--- src/sv/infix_to_postfix_converter_defines.svh ---
// assertion macros used by the converter datapath
`ifndef INFIX_TO_POSTFIX_CONVERTER_DEFINES_SVH
`define INFIX_TO_POSTFIX_CONVERTER_DEFINES_SVH

// property that must hold at every clock edge out of reset
`define I2P_CHECK(label, clk, rst, prop, msg) \
   label: assert property (@(posedge clk) disable iff (rst) (prop)) else $error(msg);

// condition in one cycle forces a consequence in the next
`define I2P_CHECK_NEXT(label, clk, rst, ante, cons, msg) \
   label: assert property (@(posedge clk) disable iff (rst) (ante) |=> (cons)) else $error(msg);

`endif

--- src/sv/i2p_pkg.sv ---
package i2p_pkg;

   localparam int STACK_DEPTH = 16;
   localparam int IDX_W       = $clog2(STACK_DEPTH);
   localparam int CNT_W       = $clog2(STACK_DEPTH + 1);
   localparam int MAX_RESULTS = 34;
   localparam int RCNT_W      = $clog2(MAX_RESULTS + 1);

   localparam logic [7:0] CH_OPEN  = 8'h28;
   localparam logic [7:0] CH_CLOSE = 8'h29;
   localparam logic [7:0] CH_MUL   = 8'h2a;
   localparam logic [7:0] CH_ADD   = 8'h2b;
   localparam logic [7:0] CH_SUB   = 8'h2d;
   localparam logic [7:0] CH_DIV   = 8'h2f;
   localparam logic [7:0] CH_SPACE = 8'h20;
   localparam logic [7:0] CH_NUL   = 8'h00;

   typedef enum logic [2:0] {
      OP_OPEN = 3'd0,
      OP_ADD  = 3'd1,
      OP_SUB  = 3'd2,
      OP_MUL  = 3'd3,
      OP_DIV  = 3'd4
   } opcode_type;

   typedef enum logic [1:0] {
      KIND_OPERAND,
      KIND_OPEN,
      KIND_CLOSE,
      KIND_OPER
   } kind_type;

   typedef enum logic [1:0] {
      ST_OK              = 2'd0,
      ST_OVERFLOW        = 2'd1,
      ST_UNMATCHED_CLOSE = 2'd2,
      ST_UNMATCHED_OPEN  = 2'd3
   } status_type;

   typedef enum logic [1:0] {
      EMIT_NONE,
      EMIT_CHAR,
      EMIT_SPACE,
      EMIT_TOP
   } emit_sel_type;

   typedef enum logic [2:0] {
      S_IDLE,
      S_TOKEN,
      S_BODY,
      S_BODY_SP,
      S_TAIL,
      S_FLUSH,
      S_FLUSH_SP,
      S_END
   } state_type;

   typedef struct packed {
      logic         load;
      emit_sel_type emit;
      logic         push;
      logic         pop;
      logic         set_operand;
      logic         clr_operand;
      logic         set_sign;
      logic         clr_sign;
      logic         finish;
   } cmd_type;

   typedef struct packed {
      kind_type kind;
      logic     last;
      logic     in_operand;
      logic     empty;
      logic     top_open;
      logic     top_pops;
      logic     emit_ok;
      logic     fin_ok;
   } stat_type;

   function automatic logic [1:0] prec(input opcode_type op);
      case (op)
         OP_MUL, OP_DIV: prec = 2'd2;
         OP_ADD, OP_SUB: prec = 2'd1;
         default:        prec = 2'd0;
      endcase
   endfunction

   function automatic logic [7:0] op_symbol(input opcode_type op);
      case (op)
         OP_ADD:  op_symbol = CH_ADD;
         OP_SUB:  op_symbol = CH_SUB;
         OP_MUL:  op_symbol = CH_MUL;
         OP_DIV:  op_symbol = CH_DIV;
         default: op_symbol = CH_OPEN;
      endcase
   endfunction

   // a '-' where a sign may stand is part of the operand
   function automatic kind_type char_kind(input logic [7:0] ch, input logic sign_ok);
      case (ch)
         CH_OPEN:                 char_kind = KIND_OPEN;
         CH_CLOSE:                char_kind = KIND_CLOSE;
         CH_ADD, CH_MUL, CH_DIV:  char_kind = KIND_OPER;
         CH_SUB:                  char_kind = sign_ok ? KIND_OPERAND : KIND_OPER;
         default:                 char_kind = KIND_OPERAND;
      endcase
   endfunction

   function automatic opcode_type char_op(input logic [7:0] ch);
      case (ch)
         CH_ADD:  char_op = OP_ADD;
         CH_SUB:  char_op = OP_SUB;
         CH_MUL:  char_op = OP_MUL;
         CH_DIV:  char_op = OP_DIV;
         default: char_op = OP_OPEN;
      endcase
   endfunction

endpackage

--- src/sv/i2p_ctrl.sv ---
module i2p_ctrl (
   input  logic               clock,
   input  logic               reset,
   input  logic               req_tvalid,
   output logic               req_tready,
   output i2p_pkg::cmd_type   cmd,
   input  i2p_pkg::stat_type  stat
);
   import i2p_pkg::*;

   state_type state_ff;
   state_type state_in;

   always_ff @(posedge clock) begin
      if (reset) begin
         state_ff <= S_IDLE;
      end else begin
         state_ff <= state_in;
      end
   end

   always_comb begin
      state_in   = state_ff;
      cmd        = '0;
      cmd.emit   = EMIT_NONE;
      req_tready = 1'b0;
      case (state_ff)
         S_IDLE: begin
            req_tready = 1'b1;
            if (req_tvalid) begin
               cmd.load = 1'b1;
               state_in = S_TOKEN;
            end
         end
         S_TOKEN: begin
            if (stat.kind == KIND_OPERAND) begin
               if (stat.emit_ok) begin
                  cmd.emit        = EMIT_CHAR;
                  cmd.set_operand = 1'b1;
                  cmd.clr_sign    = 1'b1;
                  state_in        = stat.last ? S_TAIL : S_END;
               end
            end else if (stat.in_operand) begin
               // an operator or paren ends the open operand token
               if (stat.emit_ok) begin
                  cmd.emit        = EMIT_SPACE;
                  cmd.clr_operand = 1'b1;
                  state_in        = S_BODY;
               end
            end else begin
               state_in = S_BODY;
            end
         end
         S_BODY: begin
            case (stat.kind)
               KIND_OPEN: begin
                  cmd.push     = 1'b1;
                  cmd.set_sign = 1'b1;
                  state_in     = stat.last ? S_TAIL : S_END;
               end
               KIND_CLOSE: begin
                  if (stat.empty) begin
                     cmd.clr_sign = 1'b1;
                     state_in     = stat.last ? S_TAIL : S_END;
                  end else if (stat.top_open) begin
                     cmd.pop      = 1'b1;
                     cmd.clr_sign = 1'b1;
                     state_in     = stat.last ? S_TAIL : S_END;
                  end else if (stat.emit_ok) begin
                     cmd.emit = EMIT_TOP;
                     cmd.pop  = 1'b1;
                     state_in = S_BODY_SP;
                  end
               end
               KIND_OPER: begin
                  if (!stat.empty && stat.top_pops) begin
                     if (stat.emit_ok) begin
                        cmd.emit = EMIT_TOP;
                        cmd.pop  = 1'b1;
                        state_in = S_BODY_SP;
                     end
                  end else begin
                     cmd.push     = 1'b1;
                     cmd.clr_sign = 1'b1;
                     state_in     = stat.last ? S_TAIL : S_END;
                  end
               end
               default: begin
                  state_in = S_END;
               end
            endcase
         end
         S_BODY_SP: begin
            if (stat.emit_ok) begin
               cmd.emit = EMIT_SPACE;
               state_in = S_BODY;
            end
         end
         S_TAIL: begin
            if (stat.in_operand) begin
               if (stat.emit_ok) begin
                  cmd.emit        = EMIT_SPACE;
                  cmd.clr_operand = 1'b1;
                  state_in        = S_FLUSH;
               end
            end else begin
               state_in = S_FLUSH;
            end
         end
         S_FLUSH: begin
            if (stat.empty) begin
               state_in = S_END;
            end else if (stat.top_open) begin
               // leftover open paren is dropped, its error was set on load
               cmd.pop = 1'b1;
            end else if (stat.emit_ok) begin
               cmd.emit = EMIT_TOP;
               cmd.pop  = 1'b1;
               state_in = S_FLUSH_SP;
            end
         end
         S_FLUSH_SP: begin
            if (stat.emit_ok) begin
               cmd.emit = EMIT_SPACE;
               state_in = S_FLUSH;
            end
         end
         S_END: begin
            if (stat.fin_ok) begin
               cmd.finish = 1'b1;
               state_in   = S_IDLE;
               if (!stat.last) begin
                  req_tready = 1'b1;
                  if (req_tvalid) begin
                     cmd.load = 1'b1;
                     state_in = S_TOKEN;
                  end
               end
            end
         end
         default: begin
            state_in = S_IDLE;
         end
      endcase
   end

endmodule

--- src/sv/i2p_datapath.sv ---
`include "infix_to_postfix_converter_defines.svh"

module i2p_datapath (
   input  logic               clock,
   input  logic               reset,
   input  logic [7:0]         req_tdata,
   input  logic               req_tlast,
   input  i2p_pkg::cmd_type   cmd,
   output i2p_pkg::stat_type  stat,
   input  logic               rsp_tready,
   output logic               rsp_tvalid,
   output logic [7:0]         rsp_tdata,
   output logic               rsp_tlast,
   output logic [1:0]         rsp_tuser
);
   import i2p_pkg::*;

   logic [7:0]        char_ff;
   logic              last_ff;
   kind_type          kind_ff;
   opcode_type        op_ff;
   status_type        err_ff;
   status_type        err_in;
   logic [CNT_W-1:0]  count_ff;
   logic [CNT_W-1:0]  open_ff;
   logic              operand_ff;
   logic              sign_ff;
   opcode_type        stack_ff [STACK_DEPTH];
   opcode_type        top_ff;
   logic [RCNT_W-1:0] rcnt_ff;
   logic              pend_valid_ff;
   logic [7:0]        pend_char_ff;
   logic              out_valid_ff;
   logic [7:0]        out_char_ff;
   logic              out_last_ff;
   status_type        out_status_ff;

   kind_type          req_kind;
   opcode_type        req_op;
   logic              full;
   logic              empty;
   logic              top_open;
   logic [CNT_W-1:0]  below_cnt;
   logic [CNT_W-1:0]  open_after;
   status_type        err_char;
   status_type        err_flush;
   logic [7:0]        emit_char;
   logic              capped;
   logic              do_emit;
   logic              out_free;
   logic              move_emit;
   logic              move_fin;
   logic              do_push;

   assign req_kind  = char_kind(req_tdata, sign_ff);
   assign req_op    = char_op(req_tdata);
   assign full      = count_ff == CNT_W'(STACK_DEPTH);
   assign empty     = count_ff == '0;
   assign top_open  = top_ff == OP_OPEN;
   assign below_cnt = count_ff - CNT_W'(2);

   // the item's final status is known up front from the stack and paren counts
   always_comb begin
      err_char   = ST_OK;
      open_after = open_ff;
      case (req_kind)
         KIND_OPEN: begin
            if (full) begin
               err_char = ST_OVERFLOW;
            end else begin
               open_after = open_ff + CNT_W'(1);
            end
         end
         KIND_CLOSE: begin
            if (open_ff == '0) begin
               err_char = ST_UNMATCHED_CLOSE;
            end else begin
               open_after = open_ff - CNT_W'(1);
            end
         end
         KIND_OPER: begin
            // a full stack only overflows when nothing pops first
            if (full && (top_open || prec(top_ff) < prec(req_op))) begin
               err_char = ST_OVERFLOW;
            end
         end
         default: begin
            err_char = ST_OK;
         end
      endcase
      err_flush = (req_tlast && open_after != '0) ? ST_UNMATCHED_OPEN : ST_OK;
      if (err_ff != ST_OK) begin
         err_in = err_ff;
      end else if (err_char != ST_OK) begin
         err_in = err_char;
      end else begin
         err_in = err_flush;
      end
   end

   always_comb begin
      case (cmd.emit)
         EMIT_CHAR:  emit_char = char_ff;
         EMIT_SPACE: emit_char = CH_SPACE;
         EMIT_TOP:   emit_char = op_symbol(top_ff);
         default:    emit_char = CH_NUL;
      endcase
   end

   // the newest result waits in the pending stage so that out_last can be set on it
   assign capped    = rcnt_ff >= RCNT_W'(MAX_RESULTS);
   assign do_emit   = (cmd.emit != EMIT_NONE) && !capped;
   assign out_free  = !out_valid_ff || rsp_tready;
   assign move_emit = do_emit && pend_valid_ff;
   assign move_fin  = cmd.finish && (pend_valid_ff || last_ff);
   assign do_push   = cmd.push && !full;

   always_comb begin
      stat            = '0;
      stat.kind       = kind_ff;
      stat.last       = last_ff;
      stat.in_operand = operand_ff;
      stat.empty      = empty;
      stat.top_open   = top_open;
      stat.top_pops   = !top_open && (prec(top_ff) >= prec(op_ff));
      stat.emit_ok    = capped || !pend_valid_ff || out_free;
      stat.fin_ok     = !(pend_valid_ff || last_ff) || out_free;
   end

   always_ff @(posedge clock) begin
      if (reset) begin
         count_ff      <= '0;
         open_ff       <= '0;
         operand_ff    <= 1'b0;
         sign_ff       <= 1'b1;
         err_ff        <= ST_OK;
         rcnt_ff       <= '0;
         pend_valid_ff <= 1'b0;
         out_valid_ff  <= 1'b0;
      end else begin
         if (cmd.load) begin
            err_ff  <= err_in;
            rcnt_ff <= '0;
         end
         if (do_emit) begin
            rcnt_ff       <= rcnt_ff + RCNT_W'(1);
            pend_valid_ff <= 1'b1;
         end
         if (do_push) begin
            count_ff <= count_ff + CNT_W'(1);
            if (op_ff == OP_OPEN) begin
               open_ff <= open_ff + CNT_W'(1);
            end
         end
         if (cmd.pop) begin
            count_ff <= count_ff - CNT_W'(1);
            if (top_open) begin
               open_ff <= open_ff - CNT_W'(1);
            end
         end
         if (cmd.set_operand) begin
            operand_ff <= 1'b1;
         end
         if (cmd.clr_operand) begin
            operand_ff <= 1'b0;
         end
         if (cmd.set_sign) begin
            sign_ff <= 1'b1;
         end
         if (cmd.clr_sign) begin
            sign_ff <= 1'b0;
         end
         if (move_emit || move_fin) begin
            out_valid_ff <= 1'b1;
         end else if (rsp_tready) begin
            out_valid_ff <= 1'b0;
         end
         if (cmd.finish) begin
            pend_valid_ff <= 1'b0;
            if (last_ff) begin
               count_ff   <= '0;
               open_ff    <= '0;
               operand_ff <= 1'b0;
               sign_ff    <= 1'b1;
               err_ff     <= ST_OK;
               rcnt_ff    <= '0;
            end
         end
      end
   end

   always_ff @(posedge clock) begin
      if (cmd.load) begin
         char_ff <= req_tdata;
         last_ff <= req_tlast;
         kind_ff <= req_kind;
         op_ff   <= req_op;
      end
      if (do_emit) begin
         pend_char_ff <= emit_char;
      end
      if (move_emit) begin
         out_char_ff   <= pend_char_ff;
         out_last_ff   <= 1'b0;
         out_status_ff <= err_ff;
      end
      if (move_fin) begin
         out_char_ff   <= pend_valid_ff ? pend_char_ff : CH_NUL;
         out_last_ff   <= last_ff;
         out_status_ff <= err_ff;
      end
   end

   // operator stack with a registered copy of the top entry
   always_ff @(posedge clock) begin
      if (do_push) begin
         stack_ff[count_ff[IDX_W-1:0]] <= op_ff;
         top_ff                        <= op_ff;
      end
      if (cmd.pop && count_ff >= CNT_W'(2)) begin
         top_ff <= stack_ff[below_cnt[IDX_W-1:0]];
      end
   end

   assign rsp_tvalid = out_valid_ff;
   assign rsp_tdata  = out_char_ff;
   assign rsp_tlast  = out_last_ff;
   assign rsp_tuser  = out_status_ff;

   `I2P_CHECK(a_count_bound, clock, reset, count_ff <= CNT_W'(STACK_DEPTH), "stack count beyond depth")
   `I2P_CHECK(a_open_in_stack, clock, reset, open_ff <= count_ff, "open paren count above stack count")
   `I2P_CHECK(a_result_cap, clock, reset, rcnt_ff <= RCNT_W'(MAX_RESULTS), "result count beyond limit")
   `I2P_CHECK_NEXT(a_last_clears, clock, reset, cmd.finish && last_ff && stat.fin_ok, count_ff == '0 && err_ff == ST_OK && !pend_valid_ff && out_valid_ff && out_last_ff, "expression end left state behind")

endmodule

--- src/sv/infix_to_postfix_converter.sv ---
// an accepted operand character reaches rsp through the input, pending and output registers
// a new character is accepted only once the previous one is finished; the stack
//   pops one operator at a time, and each popped operator is followed by a space
// the final character also flushes the stack: each operator left is emitted, each open paren left dropped
// reset: synchronous, active high; clears counts, flags, status and the pending and
//   output valid bits; operator stack contents stay undefined and are never read unwritten
module infix_to_postfix_converter (
   input  logic       clock,
   input  logic       reset,
   input  logic       req_tvalid,
   output logic       req_tready,
   input  logic [7:0] req_tdata,   // [7:0] in_char
   input  logic       req_tlast,
   output logic       rsp_tvalid,
   input  logic       rsp_tready,
   output logic [7:0] rsp_tdata,   // [7:0] out_char
   output logic       rsp_tlast,
   output logic [1:0] rsp_tuser    // [1:0] status
);
   import i2p_pkg::*;

   cmd_type  cmd;
   stat_type stat;

   i2p_ctrl u_ctrl (
      .clock      (clock),
      .reset      (reset),
      .req_tvalid (req_tvalid),
      .req_tready (req_tready),
      .cmd        (cmd),
      .stat       (stat)
   );

   i2p_datapath u_datapath (
      .clock      (clock),
      .reset      (reset),
      .req_tdata  (req_tdata),
      .req_tlast  (req_tlast),
      .cmd        (cmd),
      .stat       (stat),
      .rsp_tready (rsp_tready),
      .rsp_tvalid (rsp_tvalid),
      .rsp_tdata  (rsp_tdata),
      .rsp_tlast  (rsp_tlast),
      .rsp_tuser  (rsp_tuser)
   );

endmodule

--- config.mk ---
export PLATFORM = sky130hd
export DESIGN_NAME = infix_to_postfix_converter
export DESIGN_NICKNAME = d
export VERILOG_FILES = /design/src/sv/i2p_pkg.sv /design/src/sv/i2p_ctrl.sv /design/src/sv/i2p_datapath.sv /design/src/sv/infix_to_postfix_converter.sv
export VERILOG_INCLUDE_DIRS = /design/src /design/src/sv
export SDC_FILE = /design/constraint.sdc
export NUM_CORES = 1
export LEC_CHECK = 0
export BUFFER_PORTS_ARGS = -buffer_cell sky130_fd_sc_hd__buf_4
export CORE_MARGIN = 2
export CORE_UTILIZATION = 50
export DETAILED_ROUTE_END_ITERATION = 16
export PLACE_DENSITY = 0.67
export RECOVER_POWER = 25
export SYNTH_ARGS = -nofsm -noshare
export SYNTH_HDL_FRONTEND = slang
export SYNTH_HIERARCHICAL = 1
export SYNTH_SLANG_ARGS = --single-unit
--- constraint.sdc ---
create_clock -name clock -period 4.47 [get_ports clock]
set_input_delay 0.894 -clock clock [delete_from_list [all_inputs] [get_ports clock]]
set_output_delay 0.894 -clock clock [all_outputs]
set_load 0.01 [all_outputs]
==> flow_metrics.py, run 1 <==
metrics = {
    "pwr": {
        "power_density_nw_per_um2": 406.5,
        "p_clk_share_pct": 22.9,
        "power_switching_w": 0.0007673,
        "netSwitchingFraction_pct": 31.71,
        "seq_power_share_pct": 56.5,
        "peakVddDrop_v": 0.0002756,
        "p_leak_nw": 2.103,
        "p_int_w": 0.001653,
        "p_comb_share_pct": 20.7,
    },
    "layout": {
        "final_cells": 654,
        "antenna_cells": 0,
        "fillers": 941,
        "multi_input_area_um2": 2281,
        "nets": 540,
        "drive_above_1_share_pct": 13.23,
        "design_area_um2": 5953,
        "area_growth_pct": 7.623,
        "ff_latch_area_um2": 3023,
        "finalCoreUtilization_pct": 54.92,
    },
    "logic_synthesis": {
        "synth.top_cell.area_share_pct": 45.60,
        "synth_edf_count": 84,
        "ys_warn_count": 6,
        "synth_cell_types": 66,
        "synthCells": 493,
        "yosys-top-cells-area": "edfxtp_1 (46%), dfxtp_1 (9.0%), mux4_2 (4.9%)",
        "ys.flop_type": "edfxtp_1",
        "yosysTopAreaCell": "edfxtp_1",
        "syn_avg_cell_area_um2": 11.22,
        "synth_area_um2": 5532,
        "ys_ff_latch": 109,
        "yosysMostFrequentCell": "edfxtp_1",
        "synth_seq_area_share_pct": 54.65,
        "yosys-top-cells-count": "edfxtp_1 (84), nor2_1 (63), nand2_1 (29)",
        "async_reset_ff_share_pct": 0,
        "syn_nets": 524,
    },
    "global_route": {
        "grt_max_degree": 22,
        "grt_usage_pct": 20.19,
        "overflow": 0,
        "antenna_found_initial": 0,
        "grt_pass1_vias": 3662,
        "grt_pass1_wl_mm": 18.14,
    },
    "clock_network": {
        "h-tree-depth": 3,
        "cts_max_path_buffers": 2,
        "cts_setup_buffers": 0,
        "insertion_delay_ns": 0.39,
        "cts_root_buffer": "clkbuf_8",
        "cts.hold.buffers_added": 0,
        "clk_pin_slew_ns": 0.11,
        "cts_resized": 0,
        "cts.sinks": 109,
        "cts_tree": "built",
        "cts_buffers": 9,
    },
    "sta": {
        "fin_crit_ns": 3.794,
        "setup_viol": 0,
        "post-route-period-util_pct": 84.87,
        "worstMarginPinSlew_ns": 0.8679,
        "fin_skew_ns": 0.01363,
        "fmax_mhz": 263.6,
        "final-max-slew-violation-count": 0,
        "slew_headroom_pct": 41.94,
        "rsz0062_at_grt": "false",
        "tns_ns": 0,
        "finalHoldViolations": 0,
    },
    "setup_path": {
        "crit_chain": "xnor2_1 -> nor2_1 -> ha_1 -> nand2b_1 -> a21oi_1 -> nor2_1 -> nor2b_1 -> or3b_4 -> nor2_1 -> o21ai_1 -> o21ai_1 -> buf_4 -> nor2_1 -> nor2_2 -> o22a_1",
        "worstPathArrival_ns": 3.82,
        "worst-path-buf-inv": 1,
        "worstReg2RegStart": "u_datapath/op_ff[1]",
        "cpMostUsedCell": "nor2_1",
        "regToRegSetupSlack_ns": 0.68,
        "reg2reg_depth": 15,
        "worstSetupEndpointType": "flop",
        "crit_fanout": 21,
        "cp-start-kind": "flop",
        "worstSetupPathType": "reg2reg",
        "crit_path_top_delay_cell": "edfxtp_1",
        "worstPathRequired_ns": 4.50,
        "max_stage_delay_ns": 0.77,
        "critPathTopFamily": "simple AND/OR/NAND/NOR gates",
        "worstReg2RegEnd": "u_datapath/rsp_tuser[1]",
    },
    "hold_path": {
        "hp-class": "reg2reg",
        "min_to": "u_datapath/rcnt_ff[4]",
        "whs_path_depth": 1,
        "min-delay-start": "u_datapath/rcnt_ff[4]",
    },
    "detailed_routing": {
        "viasPerCell": 5.728,
        "drc": 0,
        "dr.pass1.iters": 4,
        "dr.first_iter.drc_count": 259,
        "drtAntennaViolNets": 0,
        "post_drt_wl_per_cell_um": 17.07,
        "via_count": 3746,
        "wl_mm": 11.16,
    },
    "placed_design": {
        "place.gp.congestion": 0.8146,
        "place_area_um2": 5798,
        "hpwl_mm": 7.836,
        "io_buffers": 25,
        "dpl.cell_count": 638,
    },
    "floorplan": {
        "initial_core_util_pct": 51.03,
        "die_w_um": 109.2,
        "num_io_pins": 26,
        "dieArea_um2": 11920,
        "core_um2": 10840,
        "rows": 38,
        "die_h_um": 109.2,
    },
    "job": {
        "drv_cap": 0,
    },
    "status": {
        "status": "finished clean",
    },
}
cells in the final DEF, fill, tap and decap left out, types with 6 or more instances in the layout:
master    Yosys  final
nor2_1       63     63
o211ai_1      6      6
o31ai_1       6      6
mux4_2       12     12
and2_1       16     16
buf_4         8     23
nor3_1       17     17
edfxtp_1     84     84
ha_1         18     18
inv_1        20     20
nand2_1      29     29
xnor2_1      13     13
nand3_1       7      7
clkbuf_8      0      9
mux2i_1       7      7
a21oi_1      28     28
nand2b_1      6      6
nor2b_1       9      9
dfxtp_1      25     25
o21ai_0      18     18
layout make-up:
class | instances | area share (%)
Clock buffer | 9 | 2.081
Clock inverter | 7 | 0.8407
Inverter | 21 | 1.324
Multi-Input combinational cell | 336 | 38.31
Sequential cell | 109 | 50.78
Tap cell | 140 | 2.942
Timing Repair Buffer | 32 | 3.720
per-layer routing:
layer / part of all wire [%] / GRT usage [%] / up-vias
li1: - / - / 1830
met1: 45 / 25.68 / 1855
met2: 51 / 33.50 / 55
met3: 3.7 / 5.439 / 6
met4: 0.87 / 6.781 / 0
met5: 0 / 0 / -
flip-flops by register name (all words and copies together), names as in the netlist, 2 cells and up:
| signal | cells |
|---|---|
| u_ctrl/state_ff | 3 |
| u_datapath/err_ff | 2 |
| u_datapath/stack_ff | 48 |
| u_datapath/kind_ff | 2 |
| u_datapath/char_ff | 8 |
| u_datapath/op_ff | 3 |
| u_datapath/top_ff | 3 |
| u_datapath/open_ff | 5 |
| u_datapath/rsp_tdata | 8 |
| u_datapath/pend_char_ff | 8 |
| u_datapath/count_ff | 5 |
| u_datapath/rsp_tuser | 2 |
| u_datapath/rcnt_ff | 6 |
power by group through the flow:
| stage | sequential [W] | combinational [W] | clock [W] |
|---|---|---|---|
| after global routing | 0.00138 | 0.000563 | 0.000613 |
| after floorplan | 0.00132 | 0.000413 | 0 |
| after CTS | 0.00136 | 0.000503 | 0.000572 |
| after detailed placement | 0.00139 | 0.000501 | 0 |
| after global placement | 0.00138 | 0.000486 | 0 |
| final | 0.00137 | 0.000500 | 0.000554 |
how the worst max path moves through the flow:
stage / startpoint / to / slack, ns / depth (start not counted)
finish: u_datapath/op_ff[1] / u_datapath/rsp_tuser[1] / 0.68 / 15
global route: u_datapath/op_ff[1] / u_datapath/rsp_tuser[1] / 0.36 / 15
CTS: u_datapath/op_ff[1] / u_datapath/rsp_tuser[1] / 0.68 / 15
detailed placement: u_datapath/op_ff[1] / u_datapath/rsp_tuser[0] / 0.69 / 15
global placement: u_datapath/op_ff[1] / u_datapath/rsp_tuser[0] / 0.88 / 15
floorplan: u_datapath/count_ff[1] / u_datapath/rsp_tdata[0] / 0.56 / 15
worst reg2reg max path: cells and delay by family, from the launching register on:
kind                       cells  cell delay [ns]
xor gates and xnor gates       1             0.19
adders and majority gates      1             0.29
and+or+nand+nor                8             1.26
buffers and inverters          1             0.17
AOI/OAI and AO/OA              4             0.74
DFF                            1             0.77
cell families after synthesis:
family          count (synthesis)  synth area share [%]
simple gates                  185                 16.94
flops                         109                 54.65
compound gates                 97                 11.35
buf+inv                        48                 4.117
mux                            19                 6.153
fa+ha+maj                      19                 4.253
xor+xnor                       16                 2.533
through the flow:
step                power (W)  hold WS [ns]  setup WS [ns]
floorplan            0.001733        0.4312         0.5572
global placement     0.001866        0.4661         0.8783
detailed placement   0.001889        0.4779         0.6873
CTS                  0.002439        0.4997         0.6847
global route         0.002561        0.5159         0.3610
finish               0.002420        0.5034         0.6763
Note: power is estimated with default switching activity, not from simulation.
==> run 2: changes to the inputs <==
- clock period: 4.47 -> 3.65 ns (I/O delays scaled with it)
==> run 2 against run 1 <==
Effect of this change:
- fmax is 13% higher
- non-clock buffer count is 12 higher
- routed wire length is 0.69% lower
- first-iteration DRC count stayed put
- design area rose by 2.1%
- die area unchanged
- combinational power grew 45%
- clock power is 31% higher
- clock skew decreased by 0.0015 ns
- register-to-register slack lost 0.39 ns
- cell count rose by 1.7%
- total power rose by 26%
- critical path type unchanged
- largest cell class unchanged
==> flow_metrics.py, run 2 (synthesis results as in run 1) <==
metrics = {
    "sta": {
        "slew_headroom_pct": 47.89,
        "tns_ns": 0,
        "fmax_mhz": 297.3,
        "final-max-slew-violation-count": 0,
        "post-route-period-util_pct": 92.14,
        "setup_viol": 0,
        "finalHoldViolations": 0,
        "setup_ws_ns": 0.2868,
        "worstMarginPinSlew_ns": 0.7790,
        "fin_skew_ns": 0.01212,
        "rsz0062_at_grt": "false",
        "fin_crit_ns": 3.363,
    },
    "placed_design": {
        "hpwl_mm": 7.974,
        "io_buffers": 25,
        "place.gp.congestion": 0.8660,
        "dpl.cell_count": 648,
        "pre_cts_ws_ns": 0.1962,
    },
    "setup_path": {
        "critPathTopFamily": "simple AND/OR/NAND/NOR gates",
        "reg2reg_depth": 14,
        "regToRegSetupSlack_ns": 0.29,
        "worstReg2RegStart": "u_datapath/top_ff[0]",
        "max_stage_delay_ns": 0.62,
        "crit_fanout": 9,
        "startpoint": "u_datapath/top_ff[0]",
        "worst-path-buf-inv": 1,
        "worstSetupEndpointType": "flop",
        "worstPathArrival_ns": 3.64,
        "cp-start-kind": "flop",
        "worst-path-stages": 14,
        "worstReg2RegEnd": "u_datapath/open_ff[3]",
        "cp-endpoint": "u_datapath/open_ff[3]",
        "worstPathRequired_ns": 3.92,
        "worstSetupPathType": "reg2reg",
        "crit_chain": "xnor2_1 -> nor2_1 -> inv_1 -> ha_1 -> nand2b_1 -> a21oi_1 -> nor2_1 -> nand3_1 -> o21ai_1 -> or4b_1 -> or4_4 -> o21ai_2 -> xnor2_1 -> nor2_1",
        "crit_path_top_delay_cell": "or4b_1",
        "cpMostUsedCell": "nor2_1",
    },
    "layout": {
        "nets": 552,
        "largest_reg_flops": 48,
        "finalCoreUtilization_pct": 56.09,
        "final_common_cell": "edfxtp_1",
        "drive_above_1_share_pct": 15.62,
        "layout_common_cells": "edfxtp_1 (84), nor2_1 (63), buf_4 (35), nand2_1 (29), a21oi_1 (28)",
        "final_cells": 665,
        "antenna_cells": 0,
        "area_growth_pct": 9.930,
    },
    "floorplan": {
        "initial_core_util_pct": 51.03,
        "num_io_pins": 26,
        "die_w_um": 109.2,
        "rows": 38,
        "die_h_um": 109.2,
        "dieArea_um2": 11920,
        "core_um2": 10840,
    },
    "job": {
        "drv_cap": 0,
    },
    "pwr": {
        "power_switching_w": 0.0009249,
        "peakVddDrop_v": 0.0003804,
        "power_density_nw_per_um2": 503.4,
        "netSwitchingFraction_pct": 30.21,
        "p_leak_nw": 2.166,
        "p_int_w": 0.002136,
        "seq_power_share_pct": 52.6,
        "p_comb_share_pct": 23.7,
        "p_clk_share_pct": 23.8,
    },
    "clock_network": {
        "cts_tree": "built",
        "clk_pin_slew_ns": 0.10,
        "cts_root_buffer": "clkbuf_8",
        "cts_buffers": 9,
        "cts_max_path_buffers": 2,
        "cts.sinks": 109,
        "cts.hold.buffers_added": 0,
        "h-tree-depth": 3,
        "insertion_delay_ns": 0.39,
    },
    "global_route": {
        "met2_usage_pct": 35.31,
        "use_met1_pct": 23.73,
        "overflow": 0,
        "grt_max_degree": 20,
        "grtUsageMet3_pct": 5.021,
        "antenna_found_initial": 0,
        "grt_busiest_layer": "met2",
        "grt_pass1_wl_mm": 17.86,
        "grt_pass1_vias": 3644,
        "grt_usage_pct": 19.90,
    },
    "detailed_routing": {
        "dr.first_iter.drc_count": 259,
        "dr.pass1.iters": 4,
        "post_drt_wl_per_cell_um": 16.67,
        "via_count": 3774,
        "viasPerCell": 5.675,
        "wl_mm": 11.09,
        "drc": 0,
        "drtAntennaViolNets": 0,
    },
    "status": {
        "status": "finished clean",
    },
    "hold_path": {
        "min-delay-start": "u_datapath/rcnt_ff[4]",
        "hp-class": "reg2reg",
    },
}
run 2: changes by cell type in the layout (fill, tap and decap cells not counted), sizes merged:
cell	change
bufinv	+1
clkinv	-2
buf	+12
run 2: timing repair:
item / in CTS / in global routing
setup buffers: 0 / 2
endpoints found under the setup margin: 0 / 12
resized for setup: 0 / 1
run 2: worst min path at each step:
stage                                          to  cells past startpoint
after floorplan           u_datapath/rsp_tuser[1]                      0
after global placement      u_datapath/rcnt_ff[4]                      1
after detailed placement  u_datapath/rsp_tuser[1]                      0
after CTS                   u_datapath/rcnt_ff[4]                      1
after global routing        u_datapath/rcnt_ff[4]                      1
final                       u_datapath/rcnt_ff[4]                      1
run 2: power groups by stage:
stage | Combinational [W] | Clock (W) | Sequential [W]
2_1_floorplan | 0.000509 | 0 | 0.00162
6_report | 0.000725 | 0.000728 | 0.00161
3_5_place_dp | 0.000708 | 0 | 0.00164
4_1_cts | 0.000715 | 0.000747 | 0.00161
5_1_grt | 0.000810 | 0.000792 | 0.00163
3_3_place_gp | 0.000695 | 0 | 0.00163
run 2: layout make-up:
cell class	instances	area, um2
timing repair buffer	44	315.3
clock buffer	9	123.9
sequential	109	3023
clock inverter	6	70.07
multi-input combinational	336	2295
tap	140	175.2
fill	922	4760
inverter	21	78.83
run 2: layer usage:
metal | up-vias | part of all wire (%)
met5 | - | 0
met4 | 0 | 0.77
met3 | 8 | 4.7
met2 | 72 | 53
met1 | 1829 | 42
li1 | 1865 | -
run 2: metrics by stage:
stage	total power [W]	cell area [um2]	hold slack (ns)
after floorplan	0.002126	5538	0.4312
after global placement	0.002329	5879	0.4710
after detailed placement	0.002345	5879	0.4727
after CTS	0.003071	6073	0.4957
after global routing	0.003229	6081	0.5102
final	0.003061	6081	0.5021
